[src/hw/rtl/pat_pkg.sv]
// ----------------------------------------------------------------------------
// Pending ack table package
// Operation codes, default sizes and the types shared by the table modules.
// ----------------------------------------------------------------------------
package pat_pkg;

    localparam int ENTRIES_DEF    = 16;
    localparam int OWNER_BITS_DEF = 8;

    localparam int OP_W      = 2;
    localparam int PID_W     = 16;
    localparam int OWNER_IO_W = 8;

    localparam logic [OP_W-1:0] OP_ADD  = 2'd0;
    localparam logic [OP_W-1:0] OP_FIND = 2'd1;
    localparam logic [OP_W-1:0] OP_MARK = 2'd2;

    // store access for one cycle
    typedef struct packed {
        logic rd;
        logic wr;
        logic clr;
    } t_store_cmd;

    typedef struct packed {
        logic                  status;
        logic [OWNER_IO_W-1:0] found_owner;
    } t_result;

endpackage

[src/hw/rtl/pat_if.sv]
// ----------------------------------------------------------------------------
// Pending ack table channels
// Request and result channels with valid/ready handshake.
// ----------------------------------------------------------------------------
interface pat_in_if;
    logic        valid;
    logic        ready;
    logic [1:0]  operation;
    logic [15:0] packet_id;
    logic [7:0]  owner_id;

    modport source (output valid, output operation, output packet_id, output owner_id,
                    input ready);
    modport sink   (input valid, input operation, input packet_id, input owner_id,
                    output ready);
endinterface

interface pat_out_if;
    logic       valid;
    logic       ready;
    logic       status;
    logic [7:0] found_owner;

    modport source (output valid, output status, output found_owner, input ready);
    modport sink   (input valid, input status, input found_owner, output ready);
endinterface

[src/hw/rtl/pending_ack_table_top.sv]
// ----------------------------------------------------------------------------
// Pending ack table top level
// Table of outstanding acknowledgements with add, find-and-remove and
// mark-stale operations, one result per request.
// ----------------------------------------------------------------------------
// One request is taken at a time and the entries are scanned in order, one per
// cycle, through the single read port of the entry memory. An unused operation
// code goes straight to the result; a scan ends at the first hit or at the last
// entry. The result sits in an output register, so a new request is taken
// while the previous result still waits on the output channel. No clearing
// pass follows reset: every entry has a valid bit that reset clears.
module pending_ack_table_top #(
    parameter int ENTRIES    = pat_pkg::ENTRIES_DEF,
    parameter int OWNER_BITS = pat_pkg::OWNER_BITS_DEF
) (
    input  logic       i_clk,
    input  logic       i_rst_n,
    pat_in_if.sink     i_in,
    pat_out_if.source  o_out
);
    import pat_pkg::*;

    localparam int IW = (ENTRIES > 1) ? $clog2(ENTRIES) : 1;

    t_store_cmd            cmd;
    logic [IW-1:0]         raddr;
    logic [IW-1:0]         waddr;
    logic [OWNER_BITS-1:0] wr_owner;
    logic [PID_W-1:0]      wr_pid;
    logic                  wr_stale;
    logic [OWNER_BITS-1:0] rd_owner;
    logic [PID_W-1:0]      rd_pid;
    logic                  rd_stale;

    logic                  res_valid;
    logic                  res_ready;
    t_result               res;

    logic                  r_ovalid;
    t_result               r_ores;

    pat_seq #(
        .ENTRIES    (ENTRIES),
        .OWNER_BITS (OWNER_BITS)
    ) u_seq (
        .i_clk       (i_clk),
        .i_rst_n     (i_rst_n),
        .i_valid     (i_in.valid),
        .o_ready     (i_in.ready),
        .i_operation (i_in.operation),
        .i_packet_id (i_in.packet_id),
        .i_owner_id  (i_in.owner_id),
        .o_res_valid (res_valid),
        .i_res_ready (res_ready),
        .o_res       (res),
        .o_cmd       (cmd),
        .o_raddr     (raddr),
        .o_waddr     (waddr),
        .o_wr_owner  (wr_owner),
        .o_wr_pid    (wr_pid),
        .o_wr_stale  (wr_stale),
        .i_rd_owner  (rd_owner),
        .i_rd_pid    (rd_pid),
        .i_rd_stale  (rd_stale)
    );

    pat_store #(
        .ENTRIES    (ENTRIES),
        .OWNER_BITS (OWNER_BITS)
    ) u_store (
        .i_clk      (i_clk),
        .i_rst_n    (i_rst_n),
        .i_cmd      (cmd),
        .i_raddr    (raddr),
        .i_waddr    (waddr),
        .i_wr_owner (wr_owner),
        .i_wr_pid   (wr_pid),
        .i_wr_stale (wr_stale),
        .o_rd_owner (rd_owner),
        .o_rd_pid   (rd_pid),
        .o_rd_stale (rd_stale)
    );

    // output register: load when empty or when its transfer completes
    assign res_ready = !r_ovalid || o_out.ready;

    always_ff @(posedge i_clk) begin
        if (!i_rst_n) begin
            r_ovalid <= 1'b0;
        end else if (res_ready) begin
            r_ovalid <= res_valid;
        end
    end

    always_ff @(posedge i_clk) begin
        if (res_ready && res_valid) begin
            r_ores <= res;
        end
    end

    assign o_out.valid       = r_ovalid;
    assign o_out.status      = r_ores.status;
    assign o_out.found_owner = r_ores.found_owner;

endmodule

[src/hw/rtl/pat_store.sv]
// ----------------------------------------------------------------------------
// Pending ack table entry store
// Entry memory with one registered read port, one write port and per-entry
// valid bits; an entry that is not valid reads as all zero.
// ----------------------------------------------------------------------------
module pat_store #(
    parameter int ENTRIES    = pat_pkg::ENTRIES_DEF,
    parameter int OWNER_BITS = pat_pkg::OWNER_BITS_DEF,
    localparam int IW = (ENTRIES > 1) ? $clog2(ENTRIES) : 1
) (
    input  logic                   i_clk,
    input  logic                   i_rst_n,
    input  pat_pkg::t_store_cmd    i_cmd,
    input  logic [IW-1:0]          i_raddr,
    input  logic [IW-1:0]          i_waddr,
    input  logic [OWNER_BITS-1:0]  i_wr_owner,
    input  logic [pat_pkg::PID_W-1:0] i_wr_pid,
    input  logic                   i_wr_stale,
    output logic [OWNER_BITS-1:0]  o_rd_owner,
    output logic [pat_pkg::PID_W-1:0] o_rd_pid,
    output logic                   o_rd_stale
);
    import pat_pkg::*;

    logic [OWNER_BITS-1:0] mem_owner [ENTRIES];
    logic [PID_W-1:0]      mem_pid   [ENTRIES];
    logic                  mem_stale [ENTRIES];

    logic [ENTRIES-1:0]    r_valid;
    logic                  r_rv;
    logic [OWNER_BITS-1:0] r_rd_owner;
    logic [PID_W-1:0]      r_rd_pid;
    logic                  r_rd_stale;

    always_ff @(posedge i_clk) begin
        if (i_cmd.wr) begin
            mem_owner[i_waddr] <= i_wr_owner;
            mem_pid[i_waddr]   <= i_wr_pid;
            mem_stale[i_waddr] <= i_wr_stale;
        end
        if (i_cmd.rd) begin
            r_rd_owner <= mem_owner[i_raddr];
            r_rd_pid   <= mem_pid[i_raddr];
            r_rd_stale <= mem_stale[i_raddr];
        end
    end

    always_ff @(posedge i_clk) begin
        if (!i_rst_n) begin
            r_valid <= '0;
            r_rv    <= 1'b0;
        end else begin
            if (i_cmd.wr) begin
                r_valid[i_waddr] <= 1'b1;
            end else if (i_cmd.clr) begin
                r_valid[i_waddr] <= 1'b0;
            end
            if (i_cmd.rd) begin
                r_rv <= r_valid[i_raddr];
            end
        end
    end

    assign o_rd_owner = r_rv ? r_rd_owner : '0;
    assign o_rd_pid   = r_rv ? r_rd_pid   : '0;
    assign o_rd_stale = r_rv ? r_rd_stale : 1'b0;

endmodule

[src/hw/rtl/pat_seq.sv]
// ----------------------------------------------------------------------------
// Pending ack table scan sequencer
// Walks the entries one per cycle through the store read port and applies
// the add, find-and-remove or mark-stale compare to each entry in turn.
// ----------------------------------------------------------------------------
module pat_seq #(
    parameter int ENTRIES    = pat_pkg::ENTRIES_DEF,
    parameter int OWNER_BITS = pat_pkg::OWNER_BITS_DEF,
    localparam int IW = (ENTRIES > 1) ? $clog2(ENTRIES) : 1
) (
    input  logic                   i_clk,
    input  logic                   i_rst_n,
    input  logic                   i_valid,
    output logic                   o_ready,
    input  logic [pat_pkg::OP_W-1:0]       i_operation,
    input  logic [pat_pkg::PID_W-1:0]      i_packet_id,
    input  logic [pat_pkg::OWNER_IO_W-1:0] i_owner_id,
    output logic                   o_res_valid,
    input  logic                   i_res_ready,
    output pat_pkg::t_result       o_res,
    output pat_pkg::t_store_cmd    o_cmd,
    output logic [IW-1:0]          o_raddr,
    output logic [IW-1:0]          o_waddr,
    output logic [OWNER_BITS-1:0]  o_wr_owner,
    output logic [pat_pkg::PID_W-1:0] o_wr_pid,
    output logic                   o_wr_stale,
    input  logic [OWNER_BITS-1:0]  i_rd_owner,
    input  logic [pat_pkg::PID_W-1:0] i_rd_pid,
    input  logic                   i_rd_stale
);
    import pat_pkg::*;

    localparam int CW = $clog2(ENTRIES + 1);
    localparam logic [IW-1:0] LAST_IDX = IW'(ENTRIES - 1);

    localparam logic [1:0] S_IDLE = 2'd0;
    localparam logic [1:0] S_SCAN = 2'd1;
    localparam logic [1:0] S_DONE = 2'd2;

    logic [1:0]              r_state, n_state;
    logic [CW-1:0]           r_ridx, n_ridx;
    logic [IW-1:0]           r_eidx, n_eidx;
    logic                    r_dv, n_dv;
    logic                    r_status, n_status;
    logic [OWNER_IO_W-1:0]   r_found, n_found;
    logic [OP_W-1:0]         r_op;
    logic [PID_W-1:0]        r_pid;
    logic [OWNER_BITS-1:0]   r_owner;

    logic                    accept;
    logic                    hit;
    logic [PID_W-1:0]        c_pid;
    logic [OWNER_BITS-1:0]   c_owner;
    logic [OWNER_BITS+OWNER_IO_W-1:0] owner_in_ext;
    logic [OWNER_BITS+OWNER_IO_W-1:0] owner_out_ext;

    assign accept  = i_valid && (r_state == S_IDLE);
    assign o_ready = (r_state == S_IDLE);

    // a stale entry reached by add or find counts as already cleared
    assign c_pid   = i_rd_stale ? '0 : i_rd_pid;
    assign c_owner = i_rd_stale ? '0 : i_rd_owner;

    assign owner_in_ext  = {{OWNER_BITS{1'b0}}, i_owner_id};
    assign owner_out_ext = {{OWNER_IO_W{1'b0}}, c_owner};

    always_comb begin
        n_state    = r_state;
        n_ridx     = r_ridx;
        n_eidx     = r_eidx;
        n_dv       = 1'b0;
        n_status   = r_status;
        n_found    = r_found;
        hit        = 1'b0;
        o_cmd      = '0;
        o_raddr    = r_ridx[IW-1:0];
        o_waddr    = r_eidx;
        o_wr_owner = r_owner;
        o_wr_pid   = r_pid;
        o_wr_stale = 1'b0;

        case (r_state)
            S_IDLE: begin
                if (i_valid) begin
                    n_ridx = '0;
                    if (i_operation == OP_ADD || i_operation == OP_FIND ||
                        i_operation == OP_MARK) begin
                        n_state = S_SCAN;
                    end else begin
                        n_status = 1'b0;
                        n_found  = '0;
                        n_state  = S_DONE;
                    end
                end
            end
            S_SCAN: begin
                if (r_ridx < CW'(ENTRIES)) begin
                    o_cmd.rd = 1'b1;
                    n_ridx   = r_ridx + 1'b1;
                    n_eidx   = r_ridx[IW-1:0];
                    n_dv     = 1'b1;
                end
                if (r_dv) begin
                    case (r_op)
                        OP_ADD: begin
                            if (i_rd_stale || i_rd_owner == '0) begin
                                o_cmd.wr = 1'b1;
                                hit      = 1'b1;
                                n_status = 1'b0;
                                n_found  = '0;
                            end
                        end
                        OP_FIND: begin
                            if (c_pid == r_pid) begin
                                o_cmd.clr = 1'b1;
                                hit       = 1'b1;
                                n_found   = owner_out_ext[OWNER_IO_W-1:0];
                                n_status  = (c_owner == '0);
                            end else if (i_rd_stale) begin
                                o_cmd.clr = 1'b1;
                            end
                        end
                        OP_MARK: begin
                            if (i_rd_pid == r_pid) begin
                                o_cmd.wr   = 1'b1;
                                o_wr_owner = i_rd_owner;
                                o_wr_pid   = i_rd_pid;
                                o_wr_stale = 1'b1;
                                hit        = 1'b1;
                                n_status   = 1'b0;
                                n_found    = '0;
                            end
                        end
                        default: begin
                            hit = 1'b1;
                        end
                    endcase
                    if (!hit && r_eidx == LAST_IDX) begin
                        n_status = (r_op != OP_MARK);
                        n_found  = '0;
                    end
                    if (hit || r_eidx == LAST_IDX) begin
                        n_state = S_DONE;
                        n_dv    = 1'b0;
                    end
                end
            end
            S_DONE: begin
                if (i_res_ready) begin
                    n_state = S_IDLE;
                end
            end
            default: begin
                n_state = S_IDLE;
            end
        endcase
    end

    always_ff @(posedge i_clk) begin
        if (!i_rst_n) begin
            r_state <= S_IDLE;
            r_dv    <= 1'b0;
        end else begin
            r_state <= n_state;
            r_dv    <= n_dv;
        end
    end

    always_ff @(posedge i_clk) begin
        r_ridx   <= n_ridx;
        r_eidx   <= n_eidx;
        r_status <= n_status;
        r_found  <= n_found;
        if (accept) begin
            r_op    <= i_operation;
            r_pid   <= i_packet_id;
            r_owner <= owner_in_ext[OWNER_BITS-1:0];
        end
    end

    assign o_res_valid       = (r_state == S_DONE);
    assign o_res.status      = r_status;
    assign o_res.found_owner = r_found;

endmodule

[src/flat_wrapper.sv]
// flat-port wrapper written by rule: the top's interface ports become plain ports
module pending_ack_table_top_flat import pat_pkg::*;
#(
    parameter int ENTRIES    = pat_pkg::ENTRIES_DEF,
    parameter int OWNER_BITS = pat_pkg::OWNER_BITS_DEF
)
  (i_clk, i_rst_n, i_in_valid, i_in_operation, i_in_packet_id, i_in_owner_id, i_in_ready, o_out_valid, o_out_status, o_out_found_owner, o_out_ready);
  pat_in_if i_in_i ();
  pat_out_if o_out_i ();
  input  logic i_clk;
  input  logic i_rst_n;
  input wire logic [$bits(i_in_i.valid)-1:0] i_in_valid;
  input wire logic [$bits(i_in_i.operation)-1:0] i_in_operation;
  input wire logic [$bits(i_in_i.packet_id)-1:0] i_in_packet_id;
  input wire logic [$bits(i_in_i.owner_id)-1:0] i_in_owner_id;
  output wire logic [$bits(i_in_i.ready)-1:0] i_in_ready;
  output wire logic [$bits(o_out_i.valid)-1:0] o_out_valid;
  output wire logic [$bits(o_out_i.status)-1:0] o_out_status;
  output wire logic [$bits(o_out_i.found_owner)-1:0] o_out_found_owner;
  input wire logic [$bits(o_out_i.ready)-1:0] o_out_ready;
  assign i_in_i.valid = i_in_valid;
  assign i_in_i.operation = i_in_operation;
  assign i_in_i.packet_id = i_in_packet_id;
  assign i_in_i.owner_id = i_in_owner_id;
  assign i_in_ready = i_in_i.ready;
  assign o_out_valid = o_out_i.valid;
  assign o_out_status = o_out_i.status;
  assign o_out_found_owner = o_out_i.found_owner;
  assign o_out_i.ready = o_out_ready;
  pending_ack_table_top #(.ENTRIES(ENTRIES), .OWNER_BITS(OWNER_BITS)) u_core (.i_clk(i_clk), .i_rst_n(i_rst_n), .i_in(i_in_i), .o_out(o_out_i));
endmodule
[config.mk]
export PLATFORM = sky130hd
export DESIGN_NAME = pending_ack_table_top_flat
export DESIGN_NICKNAME = d
export VERILOG_FILES = /design/src/hw/rtl/pat_pkg.sv /design/src/hw/rtl/pat_if.sv /design/src/hw/rtl/pending_ack_table_top.sv /design/src/hw/rtl/pat_store.sv /design/src/hw/rtl/pat_seq.sv /design/src/flat_wrapper.sv
export SDC_FILE = /design/constraint.sdc
export NUM_CORES = 1
export LEC_CHECK = 0
export BUFFER_PORTS_ARGS = -buffer_cell sky130_fd_sc_hd__buf_4
export CAP_MARGIN = 10
export CORE_MARGIN = 4
export CORE_UTILIZATION = 40
export DETAILED_ROUTE_END_ITERATION = 8
export HOLD_SLACK_MARGIN = 0.02
export PLACE_DENSITY_LB_ADDON = 0.25
export SLEW_MARGIN = 10
export SYNTH_ARGS = -nofsm -noshare
export SYNTH_HDL_FRONTEND = slang
export SYNTH_SLANG_ARGS = --single-unit
[constraint.sdc]
create_clock -name i_clk -period 9.52 [get_ports i_clk]
set_input_delay 1.428 -clock i_clk [delete_from_list [all_inputs] [get_ports i_clk]]
set_output_delay 1.428 -clock i_clk [all_outputs]
set_load 0.01 [all_outputs]
==> out/results.ini, run 1 <==
[worst_setup_path]
critical_path_class = reg2reg
regToRegStartpoint = u_core.u_seq.r_pid[11]
path_delay_family = simple AND/OR/NAND/NOR gates
r2r.worst_path.cells = 7
worstPathArrival_ps = 4640
crit_buf_inv = 0
r2r_setup_slack_ps = 5060
crit_path_start_kind = flop
path_cells = nand2b_1, a41o_1, a22oi_1, or4_4, o31ai_4, nand2_1, nor2_4
slowest_delay_ps = 1010
worstPathMaxFanout = 25
crit_cells = 7
r2r_end = u_core.u_store.mem_pid[12][8]
end_kind = flop
cp_data_required_time_ps = 9700
crit_path_top_delay_cell = nor2_4

[global_routing]
grt_overflow = 0
grt_pass1_vias = 9857
grt_first_pass_wirelength_um = 63000
grt_max_degree = 109
antenna_found_initial = 0
track_usage_pct = 15.7

[routing]
avgViaCountPerCell = 5.48
routedWlPerCell_um = 23.8
wl_um = 41400
drc = 0
antenna_left = 0
drt_iter0_drc = 819
vias = 9522
first_pass_iters = 6

[clock_network]
clk_pin_slew_ps = 60
cts_hold_buf = 0
cts_tree = yes
cts-root-buf = clkbuf_16
cts_setup_buffers = 0
clk_latency_ps = 590
cts_resized = 0
ctsLongestPathBuffers = 3
cts.sinks = 499
htreeDepth = 2
cts_buffers = 51

[yosys]
synth_nets = 1022
seq_area_frac_synth_pct = 74.0
synth_area_leader_cell = edfxtp_1
syn-cell-area_um2 = 20000
synth_top_area_share_pct = 71.9
yosysMostFrequentCell = edfxtp_1
ys_types = 70
synth_area_per_cell_um2 = 20.2
synth_commonest_cells = edfxtp_1, mux4_2, nand2_1
synthTopCellsByArea = edfxtp_1, mux4_2, dfxtp_1
ys_warn_count = 0
synthCells = 987
synthArstFlopShare_pct = 0
synth_edf_count = 478
yosys_register_bits = 499
synth_flop_cell = edfxtp_1

[placed_design]
dp_cells = 1642
gp_congestion = 0.823
io_buffer_count = 40
preCtsSetupSlack_ps = 5030
placed_cell_area_um2 = 21000
dp_hpwl_um = 23200

[sta]
hold_viol = 0
fin_tns_setup_ps = 0
layout_setup_ws_ps = 5060
max_freq_ghz = 0.224
finalCritPeriodShare_pct = 46.8
grt_setup_unrepaired = no
whs_ps = 421
finalSetupViolations = 0
fin_crit_ps = 4460
slew_violations = 0
relSlewSlack_pct = 19.0
clock-skew-final_ps = 25.4
tightest_slew_ps = 1180

[power_and_ir_drop]
leakagePower_nw = 7.12
peakVddDrop_mv = 0.127
p_per_area_nw_per_um2 = 211

[die]
start_util_pct = 40.6
boundaryPins = 41
die_w_um = 231
fp.coreArea_um2 = 49200
die_h_um = 231
die_area_um2 = 53600
rows = 81

[worst_hold_path]
hold_path_end = u_core.o_out.found_owner[5]
hold_depth = 0
min-delay-start = u_core.u_seq.r_found[5]
hold_path.class = reg2reg

[final_layout]
layout.nets = 1066
drive_gt1_share_pct = 28.1
final_cells = 1738
fin_area_um2 = 22600
diodes = 0
syn_to_final_growth_pct = 13.3

[run]
drv_cap = 0

[status]
outcome = finished clean

worst reg2reg max path, delay by kind of cell, from the launching register on:
kind            cells  cell delay, ps
simple gates        4            2250
compound gates      3            1030
flops               1             770
cell type report:
class                      count  area, um^2
clock inverter                34         295
clock buffer                  62        1340
timing repair buffer          55         425
fill                        4060       26500
sequential                   499       14800
inverter                      18        67.6
multi-input combinational    406        4900
tap                          664         831
layer usage:
metal  routed length [um]  GRT usage (%)  vias up
met1                19300           23.1     5050
met2                19200           24.3      217
met3                 1970           2.62       61
met4                  951           4.64        0
met5                    0              0        -
li1                     -              -     4194
logic make-up (layout without fill, tap and decap cells):
group                    after synthesis  after routing  synth area share (%)
buffers and inverters                 82            169                  2.13
AO/OA/AOI/OAI                         68             68                  2.86
XOR/XNOR                               3              3                 0.132
multiplexers                         139            139                  15.1
flip-flops                           499            499                  74.0
adder cells (fa/ha/maj)                5              5                 0.313
AND/OR/NAND/NOR                      191            191                  5.51
flip-flops by register name, summed over array words and instances, names as in the netlist, 16 cells and up, named ones only:
signal                    cells
u_core.u_store.mem_pid      256
u_core.u_store.mem_owner    128
u_core.u_seq.r_pid           16
u_core.u_store.mem_stale     16
u_core.u_store.r_rd_pid      16
where the power goes:
group,switching [mW],leakage (nW),total [mW],internal (mW)
Clock,0.812,0.804,1.95,1.14
Combinational,0.175,1.86,0.339,0.164
Sequential,0.0405,4.46,2.49,2.45
Total,1.03,7.12,4.77,3.75
placed cells by master (no fill, tap or decap), types with 6 or more instances in the layout:
cell type  instances
dfxtp_1           21
or2b_1             6
a22oi_1            8
a41o_1             7
clkinv_1          15
nand2b_1          13
nand2_1           43
mux4_2           130
buf_4             54
o311ai_1          10
edfxtp_1         478
nand4_1           17
nand3_1           15
o21ai_0           14
clkbuf_1          10
nor2_1            21
or2b_2             7
clkinv_2          12
nor2b_1            8
nor3_1            10
inv_1             17
mux2i_1            9
nor2_4            16
clkbuf_16         52
how the worst max path moves through the flow:
stage / slack (ps) / startpoint / end
5_1_grt: 4810 / u_core.u_seq.r_pid[5] / u_core.u_store.mem_pid[12][9]
6_report: 5060 / u_core.u_seq.r_pid[11] / u_core.u_store.mem_pid[12][8]
4_1_cts: 5030 / u_core.u_seq.r_pid[11] / u_core.u_store.mem_pid[14][11]
3_5_place_dp: 5030 / u_core.u_seq.r_pid[11] / u_core.u_store.mem_pid[14][6]
2_1_floorplan: 6000 / u_core.u_seq.r_pid[13] / u_core.u_store.mem_owner[4][0]
3_3_place_gp: 5150 / u_core.u_seq.r_pid[7] / u_core.u_store.mem_pid[12][6]
stage by stage:
stage               utilization [%]  total power, mW
floorplan                         -             2.77
global placement               42.7             2.88
detailed placement             42.7             2.88
CTS                            46.1             4.83
global route                   46.1             4.95
finish                         46.1             4.77
No activity file was read; power rests on OpenSTA's default activity.
==> inputs of run 2 (changes only) <==
ABC_AREA = 1   (was unset)
clock period = 4.2 ns   (was 9.52 ns; I/O delays follow)
==> run 2 against run 1 <==
Cell count is 33% higher; sequential power grew to 2.5 times the previous value; synthesized cell count is 59% higher; global-route usage is 1.7 points higher; utilization hardly changed; critical endpoint is now u_core.u_store.mem_pid[13][9]; first-iteration DRC count is 55% higher; clock-buffer cell count is 6 lower; combinational power grew to 11 times the previous value; register-to-register slack worse by 4100 ps; non-clock buffer count is 29 higher.
==> out/results.ini, run 2 <==
[routing]
drc = 0  ; unchanged
wl_um = 47100  ; +14%
vias = 12407  ; +30%
antenna_left = 0  ; unchanged
first_pass_iters = 6  ; unchanged
drt_iter0_drc = 1270  ; +55%
avgViaCountPerCell = 5.39  ; -1.7%
routedWlPerCell_um = 20.5  ; -14%

[sta]
fin_tns_setup_ps = 0  ; unchanged
layout_setup_ws_ps = 926  ; -4140 ps
grt_setup_unrepaired = no
finalSetupViolations = 0  ; unchanged
finalCritPeriodShare_pct = 77.9  ; +31 points
relSlewSlack_pct = 15.5  ; -3.5 points
clock-skew-final_ps = 13.3  ; -12.1 ps
slew_violations = 0  ; unchanged
max_freq_ghz = 0.305  ; +36%
hold_viol = 0  ; unchanged
tightest_slew_ps = 1260  ; +82.2 ps
fin_crit_ps = 3270  ; -1180 ps

[worst_setup_path]
worstPathArrival_ps = 3490  ; -1150 ps
regToRegStartpoint = u_core.u_store.r_rv
crit_path_start_kind = flop
worstPathMaxFanout = 31  ; +24%
r2r_end = u_core.u_store.mem_pid[13][9]
critical_path_class = reg2reg
r2r_setup_slack_ps = 930  ; -4140 ps
cp_data_required_time_ps = 4420  ; -5280 ps
end_kind = flop
r2r.worst_path.cells = 14  ; +7

[global_routing]
grt_max_degree = 213  ; +95%
track_usage_pct = 17.4  ; +1.7 points
grt_pass1_vias = 11891  ; +21%
antenna_found_initial = 0  ; unchanged
grt_first_pass_wirelength_um = 72200  ; +15%
grt_overflow = 0  ; unchanged

[die]
die_h_um = 232  ; +0.24%
die_w_um = 232  ; +0.24%
fp.coreArea_um2 = 49300  ; +0.21%
start_util_pct = 40.8  ; +0.11 points
die_area_um2 = 53800  ; +0.47%
boundaryPins = 41  ; unchanged
rows = 81  ; unchanged

[final_layout]
fin_area_um2 = 22700  ; +0.16%
top_regs = u_core.u_store.mem_pid (256), u_core.u_store.mem_owner (128)
final_common_cell = edfxtp_1
largest_register_ffs = 256  ; unchanged
drive_gt1_share_pct = 10.6  ; -18 points
layout_common_cells = edfxtp_1, nor2_1, nand2_1, o21ai_0, buf_4
diodes = 0  ; unchanged
fin_util_pct = 46.0  ; about the same
layout.nets = 1638  ; +54%
largest-register = u_core.u_store.mem_pid
syn_to_final_growth_pct = 12.9

[clock_network]
cts_hold_buf = 0  ; unchanged
cts_resized = 0  ; unchanged
htreeDepth = 2  ; unchanged
clk_pin_slew_ps = 60  ; about the same
clk_latency_ps = 590  ; about the same
cts_setup_buffers = 0  ; unchanged
ctsLongestPathBuffers = 3  ; unchanged
cts_buffers = 49  ; -3.9%
cts-root-buf = clkbuf_16
cts_tree = yes
cts.sinks = 499  ; unchanged

[status]
outcome = finished clean

[worst_hold_path]
hold_depth = 1  ; +1
hold_path.class = in2reg
min-delay-start = i_in_owner_id[4]
hold_path_end = u_core.u_seq.r_owner[4]

[yosys]
ys_types = 33  ; -53%
seq_area_frac_synth_pct = 73.6  ; -0.36 points
synth_top_area_share_pct = 71.5  ; -0.35 points
synth_nets = 1606  ; +57%
synthArstFlopShare_pct = 0  ; unchanged
synth_area_leader_cell = edfxtp_1
syn-cell-area_um2 = 20100  ; +0.49%
synth_area_per_cell_um2 = 12.8  ; -37%
ys_warn_count = 0  ; unchanged
yosys_register_bits = 499  ; unchanged
synthTopCellsByArea = edfxtp_1, nor2_1, nand2_1
synthCells = 1571  ; +59%
synth_commonest_cells = edfxtp_1, nor2_1, nand2_1
synth_flop_cell = edfxtp_1
synth_edf_count = 478  ; unchanged
yosysMostFrequentCell = edfxtp_1

[power_and_ir_drop]
leakagePower_nw = 7.66  ; +7.5%
peakVddDrop_mv = 0.624  ; +390%
p_per_area_nw_per_um2 = 625  ; +200%

[placed_design]
preCtsSetupSlack_ps = 935  ; -4100 ps
io_buffer_count = 40  ; unchanged
dp_hpwl_um = 26000  ; +12%
placed_cell_area_um2 = 21200  ; +0.95%
gp_congestion = 0.842  ; +2.4%

[run]
drv_cap = 0  ; unchanged

[run 2: changes by cell type in the layout (fill, tap and decap cells not counted), sizes merged, moves of 63 or more]
| cell | previous run | this run |
|---|---|---|
| o32ai | 1 | 66 |
| nand2 | 43 | 187 |
| o21ai | 14 | 131 |
| nor2 | 37 | 295 |
| nand3 | 15 | 78 |
| mux4 | 130 | 0 |
[run 2: worst max-delay path by stage]
stage	startpoint	to	slack [ps]	cells past startpoint
final	u_core.u_store.r_rv	u_core.u_store.mem_pid[13][9]	930	14
after global routing	u_core.u_store.r_rv	u_core.u_store.mem_pid[3][2]	610	14
after CTS	u_core.u_store.r_rv	u_core.u_store.mem_pid[14][9]	920	14
after detailed placement	u_core.u_store.r_rv	u_core.u_store.mem_pid[14][6]	940	14
after global placement	u_core.u_store.r_rv	u_core.u_store.mem_pid[12][6]	1030	14
after floorplan	u_core.u_seq.r_state[0]	u_core.u_seq.r_ridx[0]	1210	6
[run 2: logic make-up (layout without fill, tap and decap cells)]
| kind of cell | Yosys count | count (layout) | synth area share [%] |
|---|---|---|---|
| simple gates | 578 | 578 | 11.8 |
| flops | 499 | 499 | 73.6 |
| compound gates | 275 | 275 | 8.99 |
| buf+inv | 175 | 243 | 3.40 |
| mux | 37 | 37 | 1.84 |
| fa+ha+maj | 5 | 5 | 0.312 |
| xor+xnor | 2 | 2 | 0.0873 |
[run 2: power breakdown]
part / internal (mW) / switching, mW / total, mW
combinational: 1.15 / 2.64 / 3.79
sequential: 6.03 / 0.251 / 6.28
clock: 2.26 / 1.84 / 4.10
total: 9.45 / 4.72 / 14.2
[run 2: per-layer routing]
metal | vias up | track usage, % | share of wire, %
met5 | - | 0 | 0
met4 | 0 | 4.54 | 2.0
met3 | 72 | 3.35 | 6.4
met2 | 393 | 27.5 | 46
met1 | 6142 | 24.9 | 46
li1 | 5800 | - | -
[run 2: metrics by stage]
| stage | hold slack (ps) | power [mW] | cells |
|---|---|---|---|
| finish | 217 | 14.2 | 2303 |
| global route | 194 | 14.9 | 2303 |
| CTS | 186 | 14.3 | 2303 |
| detailed placement | 405 | 10.2 | 2216 |
| global placement | 401 | 10.2 | 2216 |
| floorplan | 400 | 8.91 | 1571 |
[run 2: layout make-up]
cell class | instances | area, um^2
flip-flops and latches | 499 | 14800
clock buffers | 56 | 1250
well taps | 664 | 831
clock inverters | 31 | 219
fillers | 4452 | 26600
repair buffers | 84 | 681
multi-input cells | 897 | 4640
inverters | 72 | 273
[run 2: critical path, cell delays in order (launching register included)]
cell     delay [ps]
dfxtp_1         500
buf_4           380
nand2_1         120
nand2_1          80
nand2_1          60
nor2_1          100
nand2_1          60
nor2_1          190
nand3_1         200
nand2_1         140
nand2_1         120
inv_2           260
nand2_1         120
inv_1            70
buf_4           440
==> inputs of run 3 (changes only) <==
clock period = 2.96 ns   (was 4.2 ns; I/O delays follow)
==> run 3 against run 2 <==
Total power up 47%; routed wire length up 3.1%; via count up 1.2%; first-iteration DRC count up 4.2%; global-route usage up 0.63 points; cell count up 2.3%; sequential cell count unchanged; register-to-register slack worse by 650 ps; critical path depth unchanged; combinational power up 56%; sequential share of layout area down 2.1 points.
==> out/results.ini, run 3 (synthesis results as in run 2) <==
[final_layout]
layout.nets = 1686  ; +2.9%
syn_to_final_growth_pct = 16.7
final_common_cell = edfxtp_1
diodes = 0  ; unchanged
top_regs = u_core.u_store.mem_pid (256), u_core.u_store.mem_owner (128)
drive_gt1_share_pct = 11.7  ; +1.1 points
layout_common_cells = edfxtp_1, nor2_1, nand2_1, o21ai_0, buf_4
largest-register = u_core.u_store.mem_pid
largest_register_ffs = 256  ; unchanged
n_fill_cell = 4314  ; -3.1%

[worst_setup_path]
critical_path_class = reg2reg
regToRegStartpoint = u_core.u_store.r_rv
crit_path_start_kind = flop
end_kind = flop
startpoint = u_core.u_store.r_rv
worstPathArrival_ps = 2960  ; -530 ps
cp_data_required_time_ps = 3240  ; -1180 ps
worstPathMaxFanout = 30  ; -3.2%

[global_routing]
track_usage_pct = 18.0  ; +0.63 points
antenna_found_initial = 0  ; unchanged
grt_first_pass_wirelength_um = 74500  ; +3.0%
grt_pass1_vias = 12355  ; +3.9%
grt_max_degree = 107  ; -50%
grt_overflow = 0  ; unchanged

[clock_network]
cts-root-buf = clkbuf_16
clk_pin_slew_ps = 70  ; about the same
cts.sinks = 499  ; unchanged
ctsLongestPathBuffers = 3  ; unchanged
cts_tree = yes
htreeDepth = 2  ; unchanged
cts_resized = 0  ; unchanged
clk_latency_ps = 590  ; about the same
cts_buffers = 51  ; +4.1%

[routing]
drt_iter0_drc = 1323  ; +4.2%
routedWlPerCell_um = 20.6  ; +0.69%
drc = 0  ; unchanged
vias = 12552  ; +1.2%
avgViaCountPerCell = 5.33  ; -1.1%
antenna_left = 0  ; unchanged
first_pass_iters = 5  ; -1
wl_um = 48600  ; +3.1%

[placed_design]
io_buffer_count = 40  ; unchanged
preCtsSetupSlack_ps = 359  ; -576 ps
gp_congestion = 0.869  ; +3.2%
dp_hpwl_um = 29200  ; +12%

[power_and_ir_drop]
p_per_area_nw_per_um2 = 891  ; +42%
finalPower_mw = 20.9  ; +47%
leakagePower_nw = 7.97  ; +4.0%
peakVddDrop_mv = 0.533  ; -15%

[sta]
slew_violations = 0  ; unchanged
fin_tns_setup_ps = 0  ; unchanged
relSlewSlack_pct = 51.8  ; +36 points
finalCritPeriodShare_pct = 90.8  ; +13 points
layout_setup_ws_ps = 272  ; -654 ps
tightest_slew_ps = 716  ; -547 ps
max_freq_ghz = 0.372  ; +22%
grt_setup_unrepaired = no
finalSetupViolations = 0  ; unchanged
clock-skew-final_ps = 18.2  ; +4.94 ps
fin_crit_ps = 2690  ; -586 ps
hold_viol = 0  ; unchanged

[run]
drv_cap = 0  ; unchanged

[die]
die_area_um2 = 53800  ; unchanged
start_util_pct = 40.8  ; unchanged
rows = 81  ; unchanged
fp.coreArea_um2 = 49300  ; unchanged
boundaryPins = 41  ; unchanged
die_w_um = 232  ; unchanged
die_h_um = 232  ; unchanged

[status]
outcome = finished clean

[worst_hold_path]
hold_path.class = in2reg
min-delay-start = i_in_packet_id[11]

==> run 3: what timing repair did <==
action | in CTS | in global routing
buffers inserted | 0 | 0
hold buffers | 19 | 0
endpoints found under the hold margin | 19 | 0
==> run 3: worst paths after layout <==
kind                            cells past startpoint  slack [ps]                        endpoint
worst max-delay path                               14         270  u_core.u_store.mem_pid[14][12]
worst min-delay path                                1          60          u_core.u_seq.r_pid[11]
worst max register to register                     14         270  u_core.u_store.mem_pid[14][12]
worst min register to register                      0         420     u_core.o_out.found_owner[3]
==> run 3: power breakdown <==
part	internal, mW	switching, mW
clock	3.49	2.62
sequential	8.55	0.255
combinational	1.83	4.10
total	13.9	6.98
==> run 3: routing by layer <==
layer	vias to the layer above	track usage (%)	part of all wire [%]
met5	-	0	0
met4	0	7.06	3.5
met3	68	2.34	5.1
met2	387	29.3	47
met1	6193	24.9	44
li1	5904	-	-
==> run 3: cell type report <==
class / count / area [um^2] / area share, %
sequential: 499 / 14800 / 63.1
tap: 664 / 831 / 3.55
clock buffer: 65 / 1350 / 5.77
multi-input combinational: 897 / 4640 / 19.8
inverter: 72 / 273 / 1.16
timing repair buffer: 130 / 1310 / 5.60
clock inverter: 30 / 236 / 1.01
==> run 3: critical path, cell delays in order (launching register included) <==
cell	delay, ps
dfxtp_1	380
buf_12	180
nand2_1	60
nand2_1	90
nand2_1	60
nor2_1	100
nand2_1	70
nor2_1	240
nand3_1	210
nand2_1	130
nand2_1	110
inv_2	250
nand2_1	120
inv_1	110
buf_12	230
==> run 3: stage by stage <==
step / hold WS, ps / instances / util (%) / cell area [um^2]
after detailed placement: 407 / 2243 / 43.9 / 21600
final: 55.6 / 2357 / 47.5 / 23400
after CTS: 21.8 / 2357 / 47.5 / 23400
after global routing: 37.3 / 2357 / 47.5 / 23400
after global placement: 403 / 2243 / 43.9 / 21600
after floorplan: 400 / 1571 / - / 20100
